### src/design/lst_pkg.sv
`default_nettype none
package lst_pkg;

  localparam int NUM_PORTS = 4;
  localparam int ADDR_BITS = 8;

  localparam int PORT_W  = $clog2(NUM_PORTS);
  localparam int PPORT_W = $clog2(NUM_PORTS + 1);
  localparam int ID_W    = 8;

  typedef enum logic [1:0] {
    KIND_DIRECT   = 2'd0,
    KIND_FLOOD    = 2'd1,
    KIND_ANNOUNCE = 2'd2
  } kind_e;

  typedef struct packed {
    logic [1:0]      port;
    logic            packet_valid;
    logic [7:0]      packet_tag;
    logic [7:0]      src_addr;
    logic [7:0]      dst_addr;
    logic            is_control;
    logic [ID_W-1:0] leader_id;
    logic [7:0]      leader_distance;
    logic            marks_child;
  } in_word_t;

  typedef struct packed {
    logic [1:0]      out_port;
    logic [1:0]      kind;
    logic [7:0]      packet_tag_out;
    logic [7:0]      src_out;
    logic [7:0]      dst_out;
    logic [ID_W-1:0] leader_out;
    logic [7:0]      distance_out;
    logic            parent_mark;
    logic [3:0]      child_mask;
    logic [2:0]      parent_port;
    logic            last;
  } out_word_t;

  // Controller to datapath.
  typedef struct packed {
    logic  take;
    logic  lookup;
    logic  cnt_clr;
    logic  cnt_inc;
    logic  emit;
    kind_e emit_kind;
  } cmd_t;

  // Datapath to controller.
  typedef struct packed {
    logic item_data;
    logic found;
    logic cnt_last;
    logic cnt_is_port;
    logic out_free;
  } status_t;

endpackage
`default_nettype wire

### src/design/lst_in_if.sv
`default_nettype none
interface lst_in_if;
  import lst_pkg::*;

  logic     valid;
  logic     ready;
  in_word_t data;

  modport source (output valid, output data, input ready);
  modport sink (input valid, input data, output ready);
endinterface
`default_nettype wire

### src/design/lst_out_if.sv
`default_nettype none
interface lst_out_if;
  import lst_pkg::*;

  logic      valid;
  logic      ready;
  out_word_t data;

  modport source (output valid, output data, input ready);
  modport sink (input valid, input data, output ready);
endinterface
`default_nettype wire

### src/design/learning_switch_tree_election.sv
`default_nettype none
// Learning switch with spanning-tree leader election. Each input word is one
// port poll; a data packet teaches its source address to the polled port and
// is sent to the highest port whose learned address matches its destination,
// or flooded to every other port. A control packet clears the port's address,
// may adopt a smaller leader id (parent becomes the polled port, distance the
// neighbor's plus one, saturating at 255) and may set the port's child bit.
// Every poll ends with one announcement word per port, the last one flagged.
// Writing own_id restarts the election but keeps the address table and child
// bits; write it only while no poll is in flight. Output words leave through
// a single output register, one word per cycle at most. A poll runs through
// an accept state, a lookup state for a data packet, a data state that sends
// the directed word or the flooded words (passing over the polled port), and
// an announce state; each state that emits waits while the output side stalls.
module learning_switch_tree_election (
  input  wire logic       clk_i,
  input  wire logic       rst_ni,
  input  wire logic       cfg_we_i,
  input  wire logic [7:0] cfg_wdata_i,
  lst_in_if.sink          in_i,
  lst_out_if.source       out_o
);
  import lst_pkg::*;

  cmd_t      cmd;
  status_t   status;
  logic      out_valid;
  out_word_t out_data;

  lst_ctrl u_ctrl (
    .clk_i      (clk_i),
    .rst_ni     (rst_ni),
    .in_valid_i (in_i.valid),
    .status_i   (status),
    .cmd_o      (cmd)
  );

  lst_dp u_dp (
    .clk_i       (clk_i),
    .rst_ni      (rst_ni),
    .cfg_we_i    (cfg_we_i),
    .cfg_wdata_i (cfg_wdata_i),
    .in_valid_i  (in_i.valid),
    .in_data_i   (in_i.data),
    .cmd_i       (cmd),
    .status_o    (status),
    .out_valid_o (out_valid),
    .out_data_o  (out_data),
    .out_ready_i (out_o.ready)
  );

  assign in_i.ready  = cmd.take;
  assign out_o.valid = out_valid;
  assign out_o.data  = out_data;

endmodule
`default_nettype wire

### src/design/lst_ctrl.sv
`default_nettype none
module lst_ctrl (
  input  wire logic            clk_i,
  input  wire logic            rst_ni,
  input  wire logic            in_valid_i,
  input  wire lst_pkg::status_t status_i,
  output lst_pkg::cmd_t        cmd_o
);
  import lst_pkg::*;

  localparam logic [1:0] S_IDLE = 2'd0;
  localparam logic [1:0] S_LOOK = 2'd1;
  localparam logic [1:0] S_DATA = 2'd2;
  localparam logic [1:0] S_ANN  = 2'd3;

  logic [1:0] state_q, state_d;

  always_ff @(posedge clk_i or negedge rst_ni) begin
    if (!rst_ni) begin
      state_q <= S_IDLE;
    end else begin
      state_q <= state_d;
    end
  end

  always_comb begin
    state_d         = state_q;
    cmd_o.take      = 1'b0;
    cmd_o.lookup    = 1'b0;
    cmd_o.cnt_clr   = 1'b0;
    cmd_o.cnt_inc   = 1'b0;
    cmd_o.emit      = 1'b0;
    cmd_o.emit_kind = KIND_ANNOUNCE;
    unique case (state_q)
      S_IDLE: begin
        cmd_o.take = 1'b1;
        if (in_valid_i) begin
          cmd_o.cnt_clr = 1'b1;
          state_d = status_i.item_data ? S_LOOK : S_ANN;
        end
      end
      S_LOOK: begin
        cmd_o.lookup = 1'b1;
        state_d = S_DATA;
      end
      S_DATA: begin
        if (status_i.found) begin
          if (status_i.out_free) begin
            cmd_o.emit      = 1'b1;
            cmd_o.emit_kind = KIND_DIRECT;
            cmd_o.cnt_clr   = 1'b1;
            state_d = S_ANN;
          end
        end else if (status_i.cnt_is_port || status_i.out_free) begin
          // The polled port is skipped without using an output slot.
          cmd_o.emit      = !status_i.cnt_is_port;
          cmd_o.emit_kind = KIND_FLOOD;
          if (status_i.cnt_last) begin
            cmd_o.cnt_clr = 1'b1;
            state_d = S_ANN;
          end else begin
            cmd_o.cnt_inc = 1'b1;
          end
        end
      end
      S_ANN: begin
        if (status_i.out_free) begin
          cmd_o.emit = 1'b1;
          if (status_i.cnt_last) begin
            state_d = S_IDLE;
          end else begin
            cmd_o.cnt_inc = 1'b1;
          end
        end
      end
      default: state_d = S_IDLE;
    endcase
  end

endmodule
`default_nettype wire

### src/design/lst_dp.sv
`default_nettype none
module lst_dp (
  input  wire logic              clk_i,
  input  wire logic              rst_ni,
  input  wire logic              cfg_we_i,
  input  wire logic [7:0]        cfg_wdata_i,
  input  wire logic              in_valid_i,
  input  wire lst_pkg::in_word_t in_data_i,
  input  wire lst_pkg::cmd_t     cmd_i,
  output lst_pkg::status_t       status_o,
  output logic                   out_valid_o,
  output lst_pkg::out_word_t     out_data_o,
  input  wire logic              out_ready_i
);
  import lst_pkg::*;

  in_word_t               item_q;
  logic [ADDR_BITS-1:0]   addr_q [NUM_PORTS];
  logic [NUM_PORTS-1:0]   addr_vld_q;
  logic [ID_W-1:0]        leader_q;
  logic [7:0]             dist_q;
  logic [PPORT_W-1:0]     parent_q;
  logic [NUM_PORTS-1:0]   child_q;
  logic [PORT_W-1:0]      cnt_q;
  logic [PORT_W-1:0]      target_q;
  logic                   found_q;
  logic                   out_valid_q;
  out_word_t              out_q;

  logic                   fire;
  logic                   in_range;
  logic [PORT_W-1:0]      in_port;
  logic [PORT_W-1:0]      target_d;
  logic                   found_d;
  logic [7:0]             nd_inc;
  logic                   out_free;
  out_word_t              word_d;

  assign fire     = cmd_i.take && in_valid_i;
  assign in_port  = PORT_W'(in_data_i.port);
  assign in_range = PPORT_W'(in_data_i.port) < PPORT_W'(NUM_PORTS);
  assign nd_inc   = (in_data_i.leader_distance == 8'hFF) ? 8'hFF
                                                         : in_data_i.leader_distance + 8'd1;
  assign out_free = !out_valid_q || out_ready_i;

  // Learning and election updates land at the accept edge, ahead of lookup.
  always_ff @(posedge clk_i or negedge rst_ni) begin
    if (!rst_ni) begin
      addr_vld_q <= '0;
      leader_q   <= '0;
      dist_q     <= '0;
      parent_q   <= PPORT_W'(NUM_PORTS);
      child_q    <= '0;
    end else if (cfg_we_i) begin
      leader_q <= cfg_wdata_i;
      dist_q   <= '0;
      parent_q <= PPORT_W'(NUM_PORTS);
    end else if (fire && in_data_i.packet_valid && in_range) begin
      if (!in_data_i.is_control) begin
        addr_vld_q[in_port] <= 1'b1;
      end else begin
        addr_vld_q[in_port] <= 1'b0;
        if (in_data_i.leader_id < leader_q) begin
          parent_q <= PPORT_W'(in_data_i.port);
          dist_q   <= nd_inc;
          leader_q <= in_data_i.leader_id;
        end
        if (in_data_i.marks_child) begin
          child_q[in_port] <= 1'b1;
        end
      end
    end
  end

  always_ff @(posedge clk_i) begin
    if (fire) begin
      item_q <= in_data_i;
      if (in_data_i.packet_valid && in_range && !in_data_i.is_control) begin
        addr_q[in_port] <= in_data_i.src_addr[ADDR_BITS-1:0];
      end
    end
  end

  // Highest matching port wins.
  always_comb begin
    target_d = '0;
    found_d  = 1'b0;
    for (int j = 0; j < NUM_PORTS; j++) begin
      if (addr_vld_q[j] && addr_q[j] == item_q.dst_addr[ADDR_BITS-1:0]) begin
        target_d = PORT_W'(j);
        found_d  = 1'b1;
      end
    end
  end

  always_ff @(posedge clk_i) begin
    if (cmd_i.lookup) begin
      target_q <= target_d;
      found_q  <= found_d;
    end
  end

  always_ff @(posedge clk_i or negedge rst_ni) begin
    if (!rst_ni) begin
      cnt_q <= '0;
    end else if (cmd_i.cnt_clr) begin
      cnt_q <= '0;
    end else if (cmd_i.cnt_inc) begin
      cnt_q <= cnt_q + PORT_W'(1);
    end
  end

  always_comb begin
    word_d = '0;
    if (cmd_i.emit_kind == KIND_ANNOUNCE) begin
      word_d.out_port     = 2'(cnt_q);
      word_d.kind         = KIND_ANNOUNCE;
      word_d.leader_out   = leader_q;
      word_d.distance_out = dist_q;
      word_d.parent_mark  = PPORT_W'(cnt_q) == parent_q;
      word_d.child_mask   = 4'(child_q);
      word_d.parent_port  = 3'(parent_q);
      word_d.last         = cnt_q == PORT_W'(NUM_PORTS - 1);
    end else begin
      word_d.out_port       = (cmd_i.emit_kind == KIND_DIRECT) ? 2'(target_q) : 2'(cnt_q);
      word_d.kind           = cmd_i.emit_kind;
      word_d.packet_tag_out = item_q.packet_tag;
      word_d.src_out        = 8'(item_q.src_addr[ADDR_BITS-1:0]);
      word_d.dst_out        = 8'(item_q.dst_addr[ADDR_BITS-1:0]);
    end
  end

  always_ff @(posedge clk_i or negedge rst_ni) begin
    if (!rst_ni) begin
      out_valid_q <= 1'b0;
    end else if (cmd_i.emit) begin
      out_valid_q <= 1'b1;
    end else if (out_ready_i) begin
      out_valid_q <= 1'b0;
    end
  end

  always_ff @(posedge clk_i) begin
    if (cmd_i.emit) begin
      out_q <= word_d;
    end
  end

  assign status_o.item_data   = in_data_i.packet_valid && in_range && !in_data_i.is_control;
  assign status_o.found       = found_q;
  assign status_o.cnt_last    = cnt_q == PORT_W'(NUM_PORTS - 1);
  assign status_o.cnt_is_port = cnt_q == PORT_W'(item_q.port);
  assign status_o.out_free    = out_free;

  assign out_valid_o = out_valid_q;
  assign out_data_o  = out_q;

endmodule
`default_nettype wire
### src/flat_wrapper.sv
// flat-port wrapper written by rule: the top's interface ports become plain ports
module learning_switch_tree_election_flat import lst_pkg::*;
  (clk_i, rst_ni, cfg_we_i, cfg_wdata_i, in_i_valid, in_i_data, in_i_ready, out_o_valid, out_o_data, out_o_ready);
  lst_in_if in_i_i ();
  lst_out_if out_o_i ();
  input  wire logic clk_i;
  input  wire logic rst_ni;
  input  wire logic cfg_we_i;
  input  wire logic [7:0] cfg_wdata_i;
  input wire logic [$bits(in_i_i.valid)-1:0] in_i_valid;
  input wire logic [$bits(in_i_i.data)-1:0] in_i_data;
  output wire logic [$bits(in_i_i.ready)-1:0] in_i_ready;
  output wire logic [$bits(out_o_i.valid)-1:0] out_o_valid;
  output wire logic [$bits(out_o_i.data)-1:0] out_o_data;
  input wire logic [$bits(out_o_i.ready)-1:0] out_o_ready;
  assign in_i_i.valid = in_i_valid;
  assign in_i_i.data = in_i_data;
  assign in_i_ready = in_i_i.ready;
  assign out_o_valid = out_o_i.valid;
  assign out_o_data = out_o_i.data;
  assign out_o_i.ready = out_o_ready;
  learning_switch_tree_election u_core (.clk_i(clk_i), .rst_ni(rst_ni), .cfg_we_i(cfg_we_i), .cfg_wdata_i(cfg_wdata_i), .in_i(in_i_i), .out_o(out_o_i));
endmodule
### config.mk
export PLATFORM = sky130hd
export DESIGN_NAME = learning_switch_tree_election_flat
export DESIGN_NICKNAME = d
export VERILOG_FILES = /design/src/design/lst_pkg.sv /design/src/design/lst_in_if.sv /design/src/design/lst_out_if.sv /design/src/design/learning_switch_tree_election.sv /design/src/design/lst_ctrl.sv /design/src/design/lst_dp.sv /design/src/flat_wrapper.sv
export SDC_FILE = /design/constraint.sdc
export NUM_CORES = 1
export LEC_CHECK = 0
export BUFFER_PORTS_ARGS = -buffer_cell sky130_fd_sc_hd__buf_4
export CORE_ASPECT_RATIO = 1.1
export CORE_UTILIZATION = 52
export CTS_BUF_LIST = sky130_fd_sc_hd__clkbuf_8
export DETAILED_ROUTE_END_ITERATION = 16
export GPL_TIMING_DRIVEN = 0
export HOLD_SLACK_MARGIN = 0.03
export PLACE_DENSITY = 0.79
export SLEW_MARGIN = 20
export SYNTH_ARGS = -nofsm -noshare
export SYNTH_HDL_FRONTEND = slang
export SYNTH_SLANG_ARGS = --single-unit
### constraint.sdc
create_clock -name clk_i -period 4.2 [get_ports clk_i]
set_clock_uncertainty 0.05 [all_clocks]
set_input_delay 0.42 -clock clk_i [delete_from_list [all_inputs] [get_ports clk_i]]
set_output_delay 0.42 -clock clk_i [all_outputs]
set_load 0.01 [all_outputs]
==> run metrics <==
initial DRC count=335; CP cell instances=xor2_1 > or3_1 > a21boi_1 > inv_1 > clkbuf_1 > and2_1; share of cells above drive strength 1=0.2652; pins over their slew limit=0; dominant synthesized flop cell=edfxtp_1; Area Overhead vs Synth=23.93%; cell area power density=between 600 and 700 nW/um^2; Multi-input gate area=~1800 sq um; DR vias=approximately 4000; Synth top area share=0.5592; number of global-route vias before repair=between 3000 and 4000; Syn Area/Cell=between 10 and 15 sq um; crit end category=flip-flop; worst setup margin=approximately 1400 ps; IO Port Bufs=roughly 110; critical path arrival=2920 ps; DPL Wire Length=about 8700 um; Static Leak=just over 3 nW; NetSw=between 1 and 1.5 mW; Hold WS=roughly 90 ps; Pre-antenna DRT Iters=5; synth warn=0; largest net degree at the start of global routing=33; Worst path slowest cell=a21boi_1; Post-synth EDFFs=between 100 and 150; Synth Instances=around 450; root buf cell=clkbuf_8; Routed Antenna Nets=0; largest stage delay on the critical path=between 600 and 700 ps; CTS tree=built; postcts setup bufs=0; Initial Util=0.5328; final setup violation count=0; Worst EP required=4340 ps; Post-route DRC=0; Storage cell area=roughly 4200 sq um; core area=around 11000 sq um; Hold/Removal Path Class=in2reg; RSZ-0062 raised after global routing=no; first-pass GRT wire length=a little under 20000 um; fin nets=roughly 650; clk_lat worst skew=between 400 and 500 ps; Int Pwr=~3.2 mW; combinational power share=0.290; min Tclk post-route=~2800 ps; sequential share of the synthesized area=0.6902; GPL Wtd Cong=around 0.9; status=finished, final reports clean; asr flop ratio synth=0.2192; H-tree depth=4; Mapped Area=6122 sq um; clock slew at the register clock pins of the worst setup and hold paths=90 ps; period utilization=0.6604; CTS Buf Count=17; Ports=113; Die Span X=105.5 um; Slew Limit Headroom=0.4761; Row Count=41; Clk pwr share=0.237; Synth area leaders=edfxtp_1 (56%), dfrtp_1 (13%), and2_1 (4.4%); grt total ovfl=0; Worst setup SP type=flip-flop; Synth area leader=edfxtp_1; Sequential Power Share=0.473; total wire length=approximately 12000 um; FF+latch count, synth=approximately 150; setup TNS=0 ps; # Max-Cap Violations=0; die area=roughly 12000 sq um; post-synthesis net count=518; max frequency=between 0.3 and 0.4 GHz; dpl ws=959.5 ps; Num Clock Sinks=between 100 and 150; Max VDD drop=between 300 and 400 uV; fillers=863; gr usage total=0.2147; top-count cell post-synth=edfxtp_1; Max FO, Critical Path=10; critical path's top delay family=simple AND/OR/NAND/NOR gates; Inserted Diodes=0; largest buffer count on any clock path=2; Net Sw Frac=0.3100; routed length per instance=around 17 um; WP buf/inv=2; Hold Fails Final Rpt=0; initial antenna violation count=0; Die H=about 120 um; kind of critical path=reg2reg; average vias per placed instance=roughly 5.5; distinct cell type count after synthesis=43; top cells by count, synth=edfxtp_1 (114), and2_1 (43), dfrtp_1 (31); worst slew pin tran=a little under 800 ps
## power groups by stage
stage / clock network, mW / logic (mW) / registers, mW
after floorplan: 0 / 0.546 / 2.35
after global placement: 0 / 1.26 / 2.23
after detailed placement: 0 / 1.34 / 2.21
after CTS: 1.10 / 1.35 / 2.18
after global routing: 1.15 / 1.46 / 2.21
final: 1.09 / 1.33 / 2.17
## repair_timing
action / CTS / global route
hold buffers: 1 / 0
endpoints found under the setup margin: 0 / 0
hold endpoints to repair: 31 / 0
gates resized for setup: 0 / 0
## final timing paths
kind	from	to	slack (ps)	depth (start not counted)
setup reg to reg	u_core.u_dp.cnt_q[1]	u_core.u_dp.out_data_o[7]	1430	6
max in group asynchronous	rst_ni	u_core.u_dp.parent_q[2]	3340	2
hold reg to reg	u_core.u_dp.child_q[0]	u_core.u_dp.child_q[0]	430	2
min in group asynchronous	rst_ni	u_core.u_dp.dist_q[5]	420	2
setup / recovery	u_core.u_dp.cnt_q[1]	u_core.u_dp.out_data_o[7]	1430	6
hold / removal	in_i_data[25]	u_core.u_dp.item_q[25]	90	1
## state kept, by name, indices dropped and copies added (netlist names), named ones only
signal                   count
u_core.u_dp.found_q          1
u_core.u_dp.addr_q          32
u_core.u_dp.out_data_o      53
u_core.u_dp.cnt_q            2
u_core.u_dp.parent_q         3
u_core.u_dp.item_q          26
u_core.u_dp.dist_q           8
u_core.u_dp.target_q         2
u_core.u_dp.leader_q         8
u_core.u_dp.out_valid_o      1
u_core.u_dp.child_q          4
u_core.u_ctrl.state_q        2
## layout make-up
type | instances | area share
Sequential cell | 146 | 0.5569
Multi-Input combinational cell | 266 | 0.2347
Timing Repair Buffer | 114 | 0.1148
Clock buffer | 17 | 0.03084
Tap cell | 150 | 0.02474
Clock inverter | 15 | 0.02111
Buffer | 19 | 0.009565
Inverter | 15 | 0.007421
## per-stage QoR
step	area, sq um	total power, mW	cells	utilization
after floorplan	6122	2.891	446	-
after global placement	7151	3.485	708	0.6223
after detailed placement	7183	3.546	709	0.6251
after CTS	7587	4.624	742	0.6603
after global routing	7587	4.828	742	0.6603
final	7587	4.596	742	0.6603
## cells by family after synthesis
| kind of cell | count (synthesis) | synth area share |
|---|---|---|
| muxes | 6 | 0.01083 |
| adders and majority gates | 14 | 0.02861 |
| AOI/OAI and AO/OA | 68 | 0.07010 |
| and+or+nand+nor | 139 | 0.1234 |
| xor gates and xnor gates | 39 | 0.05579 |
| DFF | 146 | 0.6902 |
| buffers and inverters | 34 | 0.02105 |
## layout by cell type, fill, tap and decap left out, types with 3 or more instances in the layout
cell type    n
a31oi_1     11
buf_4      112
edfxtp_1   114
a311oi_1     4
nor2_1      25
a21oi_1     15
dfrtp_1     31
inv_1       14
inv_6        3
nor2b_1      4
o21ai_0     21
nand2b_1     3
mux2_2       5
nand4_1      7
xor2_1      29
xnor2_1     10
and3_1       3
ha_1        14
o31ai_1      4
nand3_1     19
nor4_1       5
nand2_1     14
nor3_1       6
o21bai_1     4
clkinv_4     4
clkbuf_8    17
and2_1      43
clkbuf_1    17
## routing by layer
metal / wire length [um] / vias up / GRT usage / part of all wire
met2: 6354 / 141 / 0.3579 / 0.51
met3: 654 / 22 / 0.05512 / 0.052
li1: - / 1892 / - / -
met4: 223 / 0 / 0.07793 / 0.018
met5: 0 / - / 0 / 0
met1: 5243 / 1990 / 0.2746 / 0.42
Note: power is estimated with default switching activity, not from simulation.
